==> src/design/ccl_pkg.sv <==
// Shared types, character codes and helper functions of the character-class table loader.
// No dependencies; imported by the top level and by its port checker.
`timescale 1ns / 1ps
`default_nettype none

package ccl_pkg;

    // Highest class number a definition may fill
    localparam int unsigned CLASS_COUNT = 8;

    localparam int unsigned TABLE_DEPTH = 256;
    localparam int unsigned ADDR_W      = 8;

    // Character codes used by the definition syntax
    localparam logic [7:0] CH_DASH    = 8'h2D;
    localparam logic [7:0] CH_TILDE   = 8'h7E;
    localparam logic [7:0] CH_CARET   = 8'h5E;
    localparam logic [7:0] CH_COMMA   = 8'h2C;
    localparam logic [7:0] CH_QUOTE   = 8'h22;
    localparam logic [7:0] CH_BSLASH  = 8'h5C;
    localparam logic [7:0] CH_ZERO    = 8'h30;
    localparam logic [7:0] CH_NINE    = 8'h39;
    localparam logic [7:0] CH_LOW_A   = 8'h61;
    localparam logic [7:0] CH_LOW_Z   = 8'h7A;
    localparam logic [7:0] CH_LOW_N   = 8'h6E;
    localparam logic [7:0] CH_UP_N    = 8'h4E;
    localparam logic [7:0] CH_LOW_T   = 8'h74;
    localparam logic [7:0] CH_UP_T    = 8'h54;
    localparam logic [7:0] CH_NEWLINE = 8'h0A;
    localparam logic [7:0] CH_TAB     = 8'h09;
    localparam logic [7:0] CASE_GAP   = 8'h20;
    localparam logic [7:0] CTRL_BIAS  = 8'h40;

    typedef enum logic [1:0] {
        OP_BEGIN  = 2'd0,
        OP_CHAR   = 2'd1,
        OP_END    = 2'd2,
        OP_LOOKUP = 2'd3
    } op_t;

    localparam logic [1:0] STAT_ACCEPT = 2'd0;
    localparam logic [1:0] STAT_DONE   = 2'd1;
    localparam logic [1:0] STAT_FAIL   = 2'd2;

    typedef enum logic [2:0] {
        ST_IDLE,
        ST_RUN_A,
        ST_GAP,
        ST_RUN_B,
        ST_LOOK,
        ST_DONE
    } state_t;

    typedef enum logic [2:0] {
        PM_NORMAL,
        PM_QUOTE,
        PM_CARET,
        PM_BSLASH,
        PM_OCTAL
    } mode_t;

    typedef enum logic [1:0] {
        RP_START,
        RP_NORMAL,
        RP_RANGE
    } phase_t;

    // What a pass over a span of table entries does to each entry
    typedef enum logic [1:0] {
        JK_MARK,     // set class member bit, primary class unless secondary
        JK_CLR_MEM,  // clear the class member bit
        JK_CLR_ALL,  // clear the class member bit and the primary class
        JK_ZERO      // write zero to both tables
    } job_kind_t;

    typedef struct packed {
        logic              vld;
        job_kind_t         kind;
        logic signed [8:0] lo;
        logic signed [8:0] hi;
        logic [3:0]        cls;
        logic              sec;
    } job_t;

    // Member bit of a class, none for class zero or classes above eight
    function automatic logic [7:0] class_bit(input logic [3:0] cls);
        logic [7:0] bits;
        bits = 8'd0;
        if (cls >= 4'd1 && cls <= 4'd8) begin
            bits = 8'd1 << (cls - 4'd1);
        end
        return bits;
    endfunction

    // Byte taken as a signed value
    function automatic logic signed [8:0] sbyte(input logic [7:0] b);
        return $signed({b[7], b});
    endfunction

endpackage

`default_nettype wire

==> src/design/char_class_table_loader.sv <==
// Character-class table loader: top level, parser, sequencer and both table memories.
// Depends on ccl_pkg.
`timescale 1ns / 1ps
`default_nettype none

//  channel   direction  transfer when          payload
//  s_        in         s_valid & s_ready      s_op, s_ch
//  m_        out        m_valid & m_ready      m_status, m_primary_class, m_member_mask
//  cfg_      in         cfg_wr_en              cfg_wr_data (first_class)
//
//  A lookup reads one entry; a definition character reads, modifies and writes back each table entry
//  it marks (a range marks its whole span, a character after an octal number adds a gap
//  state); begin and ',' sweep all 256 entries.
//  The table's single write port sets the pace: one entry is read, modified and written
//  back per cycle. After reset a clearing pass zeroes both tables; s_ready stays low
//  through it. A result waiting on m_ready does not block the next transfer.

module char_class_table_loader (
    input  wire logic       aclk,
    input  wire logic       aresetn,
    input  wire logic       cfg_wr_en,
    input  wire logic [3:0] cfg_wr_data,
    input  wire logic       s_valid,
    output logic            s_ready,
    input  wire logic [1:0] s_op,
    input  wire logic [7:0] s_ch,
    output logic            m_valid,
    input  wire logic       m_ready,
    output logic [1:0]      m_status,
    output logic [3:0]      m_primary_class,
    output logic [7:0]      m_member_mask
);
    import ccl_pkg::*;

    // ---------------------------------------------------------------- state
    state_t            state_reg, state_next;
    mode_t             mode_reg, mode_next;
    phase_t            phase_reg, phase_next;
    logic [7:0]        rs_reg, rs_next;          // range start
    logic [7:0]        oct_reg, oct_next;        // pending octal value
    logic              sec_reg, sec_next;        // secondary members
    logic [3:0]        cc_reg, cc_next;          // current class, zero when closed
    logic              failed_reg, failed_next;
    logic [3:0]        first_class_reg;
    logic              init_reg;                 // reset clearing pass in progress

    job_t              job_a_reg, job_b_reg, job_a_next, job_b_next;
    logic signed [8:0] cur_reg;                  // sweep cursor
    logic [1:0]        res_status_reg, res_status_next;
    logic [3:0]        res_pc_reg;
    logic [7:0]        res_mm_reg;

    // Write-back stage of the read-modify-write
    logic              wr_vld_reg;
    logic [ADDR_W-1:0] wr_addr_reg;
    job_t              wr_job_reg;

    // Output register
    logic              m_valid_reg;
    logic [1:0]        m_status_reg;
    logic [3:0]        m_pc_reg;
    logic [7:0]        m_mm_reg;

    // Table memories and their registered read data
    logic [3:0]        pri_mem [TABLE_DEPTH];
    logic [7:0]        mbr_mem [TABLE_DEPTH];
    logic [3:0]        pri_q_reg;
    logic [7:0]        mbr_q_reg;

    // Sequencer controls
    logic              accept;
    logic              is_lookup;
    job_t              act_job;
    logic              issue;
    logic              last;
    logic              rd_en;
    logic [ADDR_W-1:0] rd_addr;
    logic              out_load;
    logic [3:0]        wr_pri;
    logic [7:0]        wr_mbr;

    assign accept    = s_valid && s_ready;
    assign is_lookup = (op_t'(s_op) == OP_LOOKUP);

    // ---------------------------------------------------------------- parser
    // Work out the new parser state and up to two passes over the table for one item.
    always_comb begin
        logic       ap1_en;
        logic [7:0] ap1_v;
        logic       pl_en;
        logic       ap2_en;
        logic [7:0] ap2_v;
        phase_t     ph1;
        logic [7:0] rs1;
        logic [7:0] up;
        logic       dig;
        logic [4:0] nxt_cls;
        logic [3:0] fc;

        ap1_en  = 1'b0;
        ap1_v   = 8'd0;
        pl_en   = 1'b0;
        ap2_en  = 1'b0;
        ap2_v   = 8'd0;
        ph1     = phase_reg;
        rs1     = rs_reg;
        dig     = (s_ch >= CH_ZERO) && (s_ch <= CH_NINE);
        up      = ((s_ch >= CH_LOW_A) && (s_ch <= CH_LOW_Z)) ? (s_ch - CASE_GAP) : s_ch;
        nxt_cls = {1'b0, cc_reg} + 5'd1;
        fc      = (first_class_reg == 4'd0) ? 4'd1 : first_class_reg;

        mode_next       = mode_reg;
        phase_next      = phase_reg;
        rs_next         = rs_reg;
        oct_next        = oct_reg;
        sec_next        = sec_reg;
        cc_next         = cc_reg;
        failed_next     = failed_reg;
        res_status_next = STAT_ACCEPT;
        job_a_next      = '0;
        job_b_next      = '0;

        case (op_t'(s_op))
            OP_BEGIN: begin
                cc_next     = fc;
                failed_next = (fc > 4'(CLASS_COUNT));
                oct_next    = 8'd0;
                rs_next     = 8'd0;
                phase_next  = RP_START;
                sec_next    = 1'b0;
                mode_next   = PM_NORMAL;
                // clear every primary entry; member bit only for a class that starts
                job_b_next.vld  = 1'b1;
                job_b_next.kind = JK_CLR_ALL;
                job_b_next.lo   = 9'sd0;
                job_b_next.hi   = 9'sd255;
                job_b_next.cls  = (fc > 4'(CLASS_COUNT)) ? 4'd0 : fc;
            end
            OP_CHAR: begin
                if (cc_reg != 4'd0 && !failed_reg) begin
                    case (mode_reg)
                        PM_QUOTE: begin
                            mode_next = PM_NORMAL;
                            if (s_ch == CH_QUOTE) begin
                                ap1_en = 1'b1;
                                ap1_v  = CH_QUOTE;
                            end else begin
                                pl_en = 1'b1;
                            end
                        end
                        PM_CARET: begin
                            mode_next = PM_NORMAL;
                            ap1_en    = 1'b1;
                            ap1_v     = up - CTRL_BIAS;
                        end
                        PM_BSLASH: begin
                            if (dig) begin
                                oct_next  = s_ch - CH_ZERO;
                                mode_next = PM_OCTAL;
                            end else begin
                                mode_next = PM_NORMAL;
                                ap1_en    = 1'b1;
                                if (s_ch == CH_LOW_N || s_ch == CH_UP_N) begin
                                    ap1_v = CH_NEWLINE;
                                end else if (s_ch == CH_LOW_T || s_ch == CH_UP_T) begin
                                    ap1_v = CH_TAB;
                                end else begin
                                    ap1_v = s_ch;
                                end
                            end
                        end
                        PM_OCTAL: begin
                            if (dig) begin
                                oct_next = {oct_reg[4:0], 3'b000} + (s_ch - CH_ZERO);
                            end else begin
                                mode_next = PM_NORMAL;
                                ap1_en    = 1'b1;
                                ap1_v     = oct_reg;
                                pl_en     = 1'b1;
                            end
                        end
                        default: begin
                            mode_next = PM_NORMAL;
                            pl_en     = 1'b1;
                        end
                    endcase
                end
            end
            OP_END: begin
                if (cc_reg != 4'd0 && !failed_reg && mode_reg == PM_OCTAL) begin
                    ap1_en = 1'b1;
                    ap1_v  = oct_reg;
                end
                mode_next       = PM_NORMAL;
                cc_next         = 4'd0;
                res_status_next = failed_reg ? STAT_FAIL : STAT_DONE;
            end
            default: begin
            end
        endcase

        // first character taken into the class
        if (ap1_en) begin
            job_a_next.vld  = 1'b1;
            job_a_next.kind = JK_MARK;
            job_a_next.lo   = (ph1 == RP_RANGE) ? sbyte(rs1) : sbyte(ap1_v);
            job_a_next.hi   = sbyte(ap1_v);
            job_a_next.cls  = cc_reg;
            job_a_next.sec  = sec_reg;
            rs1             = ap1_v;
            ph1             = RP_NORMAL;
        end

        // the item's own character outside any escape
        if (pl_en) begin
            case (s_ch)
                CH_COMMA: begin
                    if (nxt_cls > 5'(CLASS_COUNT)) begin
                        failed_next = 1'b1;
                        mode_next   = PM_NORMAL;
                    end else begin
                        cc_next         = nxt_cls[3:0];
                        job_b_next.vld  = 1'b1;
                        job_b_next.kind = JK_CLR_MEM;
                        job_b_next.lo   = 9'sd0;
                        job_b_next.hi   = 9'sd255;
                        job_b_next.cls  = nxt_cls[3:0];
                        ph1             = RP_START;
                        sec_next        = 1'b0;
                        mode_next       = PM_NORMAL;
                    end
                end
                CH_QUOTE:  mode_next = PM_QUOTE;
                CH_DASH: begin
                    if (ph1 == RP_NORMAL) begin
                        ph1 = RP_RANGE;
                    end else begin
                        ap2_en = 1'b1;
                        ap2_v  = CH_DASH;
                    end
                end
                CH_TILDE:  sec_next  = 1'b1;
                CH_CARET:  mode_next = PM_CARET;
                CH_BSLASH: mode_next = PM_BSLASH;
                default: begin
                    ap2_en = 1'b1;
                    ap2_v  = s_ch;
                end
            endcase
        end

        if (ap2_en) begin
            job_b_next.vld  = 1'b1;
            job_b_next.kind = JK_MARK;
            job_b_next.lo   = (ph1 == RP_RANGE) ? sbyte(rs1) : sbyte(ap2_v);
            job_b_next.hi   = sbyte(ap2_v);
            job_b_next.cls  = cc_reg;
            job_b_next.sec  = sec_reg;
            rs1             = ap2_v;
            ph1             = RP_NORMAL;
        end

        if (op_t'(s_op) == OP_CHAR || op_t'(s_op) == OP_END) begin
            phase_next = ph1;
            rs_next    = rs1;
        end
    end

    // ---------------------------------------------------------------- sequencer
    assign act_job = (state_reg == ST_RUN_B) ? job_b_reg : job_a_reg;

    always_comb begin
        state_next = state_reg;
        case (state_reg)
            ST_IDLE: begin
                if (accept) begin
                    if (is_lookup) begin
                        state_next = ST_LOOK;
                    end else if (job_a_next.vld) begin
                        state_next = ST_RUN_A;
                    end else if (job_b_next.vld) begin
                        state_next = ST_RUN_B;
                    end else begin
                        state_next = ST_DONE;
                    end
                end
            end
            ST_RUN_A: begin
                if (last) begin
                    if (job_b_reg.vld) begin
                        state_next = ST_GAP;
                    end else if (init_reg) begin
                        state_next = ST_IDLE;
                    end else begin
                        state_next = ST_DONE;
                    end
                end
            end
            ST_GAP:   state_next = ST_RUN_B;
            ST_RUN_B: begin
                if (last) begin
                    state_next = ST_DONE;
                end
            end
            ST_LOOK:  state_next = ST_DONE;
            ST_DONE: begin
                if (!m_valid_reg || m_ready) begin
                    state_next = ST_IDLE;
                end
            end
            default:  state_next = ST_IDLE;
        endcase
    end

    always_comb begin
        s_ready  = 1'b0;
        issue    = 1'b0;
        last     = 1'b0;
        out_load = 1'b0;
        case (state_reg)
            ST_IDLE: s_ready = !wr_vld_reg;
            ST_RUN_A, ST_RUN_B: begin
                // an empty range finishes at once
                issue = (cur_reg <= act_job.hi);
                last  = (cur_reg >= act_job.hi);
            end
            ST_DONE: out_load = !m_valid_reg || m_ready;
            default: begin
            end
        endcase
    end

    assign rd_en   = issue || (accept && is_lookup);
    assign rd_addr = issue ? cur_reg[ADDR_W-1:0] : s_ch;

    // Modify step of the read-modify-write
    always_comb begin
        wr_pri = pri_q_reg;
        wr_mbr = mbr_q_reg;
        case (wr_job_reg.kind)
            JK_MARK: begin
                wr_mbr = mbr_q_reg | class_bit(wr_job_reg.cls);
                if (!wr_job_reg.sec) begin
                    wr_pri = wr_job_reg.cls;
                end
            end
            JK_CLR_MEM: wr_mbr = mbr_q_reg & ~class_bit(wr_job_reg.cls);
            JK_CLR_ALL: begin
                wr_mbr = mbr_q_reg & ~class_bit(wr_job_reg.cls);
                wr_pri = 4'd0;
            end
            JK_ZERO: begin
                wr_mbr = 8'd0;
                wr_pri = 4'd0;
            end
            default: begin
            end
        endcase
    end

    // ---------------------------------------------------------------- memories
    always_ff @(posedge aclk) begin
        if (rd_en) begin
            pri_q_reg <= pri_mem[rd_addr];
            mbr_q_reg <= mbr_mem[rd_addr];
        end
        if (wr_vld_reg) begin
            pri_mem[wr_addr_reg] <= wr_pri;
            mbr_mem[wr_addr_reg] <= wr_mbr;
        end
    end

    // ---------------------------------------------------------------- registers
    always_ff @(posedge aclk) begin
        if (!aresetn) begin
            state_reg       <= ST_RUN_A;
            init_reg        <= 1'b1;
            job_a_reg       <= '{vld: 1'b1, kind: JK_ZERO, lo: 9'sd0, hi: 9'sd255,
                                 cls: 4'd0, sec: 1'b0};
            job_b_reg       <= '0;
            cur_reg         <= 9'sd0;
            wr_vld_reg      <= 1'b0;
            m_valid_reg     <= 1'b0;
            mode_reg        <= PM_NORMAL;
            phase_reg       <= RP_START;
            rs_reg          <= 8'd0;
            oct_reg         <= 8'd0;
            sec_reg         <= 1'b0;
            cc_reg          <= 4'd0;
            failed_reg      <= 1'b0;
            first_class_reg <= 4'd1;
        end else begin
            state_reg <= state_next;

            if (cfg_wr_en) begin
                first_class_reg <= cfg_wr_data;
            end

            if (accept) begin
                mode_reg   <= mode_next;
                phase_reg  <= phase_next;
                rs_reg     <= rs_next;
                oct_reg    <= oct_next;
                sec_reg    <= sec_next;
                cc_reg     <= cc_next;
                failed_reg <= failed_next;
                job_a_reg  <= job_a_next;
                job_b_reg  <= job_b_next;
                cur_reg    <= job_a_next.vld ? job_a_next.lo : job_b_next.lo;
            end else if (issue) begin
                cur_reg <= cur_reg + 9'sd1;
            end else if (state_reg == ST_GAP) begin
                cur_reg <= job_b_reg.lo;
            end

            // the clearing pass ends with the first pass of the sequencer
            if (state_reg == ST_RUN_A && last) begin
                init_reg <= 1'b0;
            end

            wr_vld_reg <= issue;

            if (out_load) begin
                m_valid_reg <= 1'b1;
            end else if (m_ready) begin
                m_valid_reg <= 1'b0;
            end
        end
    end

    // Payload registers
    always_ff @(posedge aclk) begin
        if (issue) begin
            wr_addr_reg <= cur_reg[ADDR_W-1:0];
            wr_job_reg  <= act_job;
        end
        if (accept) begin
            res_status_reg <= res_status_next;
            res_pc_reg     <= 4'd0;
            res_mm_reg     <= 8'd0;
        end else if (state_reg == ST_LOOK) begin
            res_pc_reg <= pri_q_reg;
            res_mm_reg <= mbr_q_reg;
        end
        if (out_load) begin
            m_status_reg <= res_status_reg;
            m_pc_reg     <= res_pc_reg;
            m_mm_reg     <= res_mm_reg;
        end
    end

    assign m_valid         = m_valid_reg;
    assign m_status        = m_status_reg;
    assign m_primary_class = m_pc_reg;
    assign m_member_mask   = m_mm_reg;

endmodule

`default_nettype wire

==> config.mk <==
export PLATFORM = sky130hd
export DESIGN_NAME = char_class_table_loader
export DESIGN_NICKNAME = d
export VERILOG_FILES = /design/src/design/ccl_pkg.sv /design/src/design/char_class_table_loader.sv
export SDC_FILE = /design/constraint.sdc
export NUM_CORES = 2
export LEC_CHECK = 0
export ABC_AREA = 1
export BUFFER_PORTS_ARGS = -buffer_cell sky130_fd_sc_hd__buf_2
export CAP_MARGIN = 10
export CORE_MARGIN = 4
export CORE_UTILIZATION = 40
export DETAILED_ROUTE_END_ITERATION = 8
export HOLD_SLACK_MARGIN = 0.15
export PLACE_DENSITY = 0.59
export SLEW_MARGIN = 20
export SYNTH_ARGS = -nofsm -noshare
export SYNTH_HDL_FRONTEND = slang
export SYNTH_SLANG_ARGS = --single-unit
==> constraint.sdc <==
create_clock -name aclk -period 12.6 [get_ports aclk]
set_input_delay 2.52 -clock aclk [delete_from_list [all_inputs] [get_ports aclk]]
set_output_delay 2.52 -clock aclk [all_outputs]
set_load 0.01 [all_outputs]
==> impl_metrics.toml <==
[clock_network]
cts_made_buffers = 336
clkLatencyLatePin_ns = 0.89
cts.sinks = 3213
cts_buffer_depth = 4
cts_tree = "yes"
path_clk_slew_ns = 0.06
root_buffer = "clkbuf_16"
post_cts_buffers = 0
htreeDepth = 5
cts_resized = 0
holdBufCountCts = 0

[worst_setup_path]
critPathBufInv = 3
setup.worst_path.start = "state_reg[0]"
worst_path_most_repeated_cell = "nand3_1"
rr_endpoint = "mbr_q_reg[0]"
crit_fanout = 184
reg2reg_depth = 26
crit_family = "simple AND/OR/NAND/NOR gates"
crit_required_ns = 13.24
end_kind = "flop"
r2r_slack_ns = 4.76
crit_path_end = "mbr_q_reg[0]"
critPathKind = "flop to flop"
max_stage_delay_ns = 0.78
start_kind = "flop"
cpMaxStageDelayCell = "nand2_8"
crit_cells = 26
cp.arrival_ns = 8.47
regToRegStartpoint = "state_reg[0]"

[global_route]
gr-usage-all-layers_pct = 22.5
grt_pass1_vias = 90496
grt_pass1_wl_mm = 623
grt_overflow = 0
grt_max_degree = 185
antenna_found_initial = 15

[yosys]
ys_seq_area_share_pct = 67.4
synth_commonest_cells = "edfxtp_1 (3115), nand3_1 (3034), nand2_1 (2554), inv_1 (1405), nand3b_1 (909)"
syn_nets = 12968
avgSynthCellArea_um2 = 11.0
ys.flop_type = "edfxtp_1"
ys_types = 52
netlist_area_um2 = 142000
synth-edff-count = 3115
synth_area_leaders = "edfxtp_1 (66%), nand3_1 (11%), nand2_1 (6.8%), nand3b_1 (4.8%), inv_1 (3.7%)"
yosysMostFrequentCell = "edfxtp_1"
yosysTopAreaCellShare_pct = 66.0
ys_seq_elements = 3213
syn_inst = 12916
ys_warn_count = 0
yosys.area.top_type = "edfxtp_1"
async_flop_share_pct = 0

[placement]
place_congestion = 0.848
place.detailed.hpwl_mm = 231
numPortBuffers = 34

[die]
die_w_um = 603
ios = 35
core_um2 = 353000
dieArea_um2 = 364000
die_h_um = 603
initial_core_util_pct = 40.2
rows = 218

[run]
cap_violations = 0

[sta]
grt_setup_unrepaired = "false"
finalMaxSlewViolations = 0
fin_skew_ns = 0.0503
tns_ns = 0
finalHoldViolCount = 0
finalSetupViolations = 0
timing.final.crit_share_pct = 62.2
relSlewSlack_pct = 18.7
max_freq_mhz = 128
hold_ws_ns = 0.421
worst_pin_slew_ns = 1.22
period_minus_slack_ns = 7.84

[final_layout]
drive_gt1_share_pct = 7.53
final_util_pct = 44.6
fillers = 32599
nets = 12768
syn_to_final_growth_pct = 11.0
largest_reg_flops = 2048

[outcome]
status = "complete, no violations"

[drt]
wl_mm = 425
wl_met2_mm = 194
highest_layer = "met5"
drc_errors = 0
antenna_left = 0
dr.pass1.iters = 6
dr_wl_met3_mm = 36.1
wl_met1_mm = 180
drt-wirelength-per-cell_um = 24.0
num_vias = 97337
dr.first_iter.drc_count = 12131
drt-vias-per-instance = 5.49

[worst_hold_path]
min_from = "res_status_reg[1]"
hold_class = "flop to flop"
## worst min path at each step
stage | slack, ns | depth (start not counted) | endpoint
floorplan | 0.40 | 0 | m_status[0]
finish | 0.42 | 0 | m_status[1]
global route | 0.43 | 0 | m_status[0]
CTS | 0.42 | 0 | m_status[1]
global placement | 0.40 | 0 | m_status[1]
detailed placement | 0.41 | 0 | m_status[1]
## metrics by stage
step	std cells	worst slack (ns)	cell area [um^2]
global route	17713	4.34	157000
CTS	17711	4.87	157000
finish	17717	4.76	157000
floorplan	12916	3.02	142000
detailed placement	17108	4.88	147000
global placement	17108	4.89	147000
## final cells by class
class	instances	area [um^2]	share of cell area (%)
clock inverters	174	1490	0.948
diodes	6	15.0	0.00954
clock buffers	429	8950	5.69
well taps	4730	5920	3.76
repair buffers	362	2970	1.89
multi-input cells	7382	37200	23.6
inverters	1421	5350	3.40
flip-flops and latches	3213	95500	60.7
## cell usage in the layout (no fill, tap or decap), types with 98 or more instances in the layout
cell type,instances
a21oi_1,108
buf_4,300
clkbuf_16,345
dfxtp_1,98
edfxtp_1,3115
inv_1,1403
nand2_1,2550
nand3_1,3028
nand3b_1,909
nor2_1,236
o211ai_1,180
## cells by family after synthesis
logic type | after synthesis | synth area share (%)
AOI/OAI and AO/OA | 435 | 1.92
xor gates and xnor gates | 9 | 0.0556
adders and majority gates | 33 | 0.296
buffers and inverters | 2321 | 6.80
DFF | 3213 | 67.4
muxes | 18 | 0.136
and+or+nand+nor | 6887 | 23.4
## per-layer routing
metal,GRT usage (%),vias to the layer above
met5,0,-
met4,7.50,8
met3,3.66,684
met2,35.0,4126
met1,32.3,48122
li1,-,44397
Power is left out: the tool's default activity adds up to more than one toggle a clock period on the data nets, which glitch-free logic cannot reach.
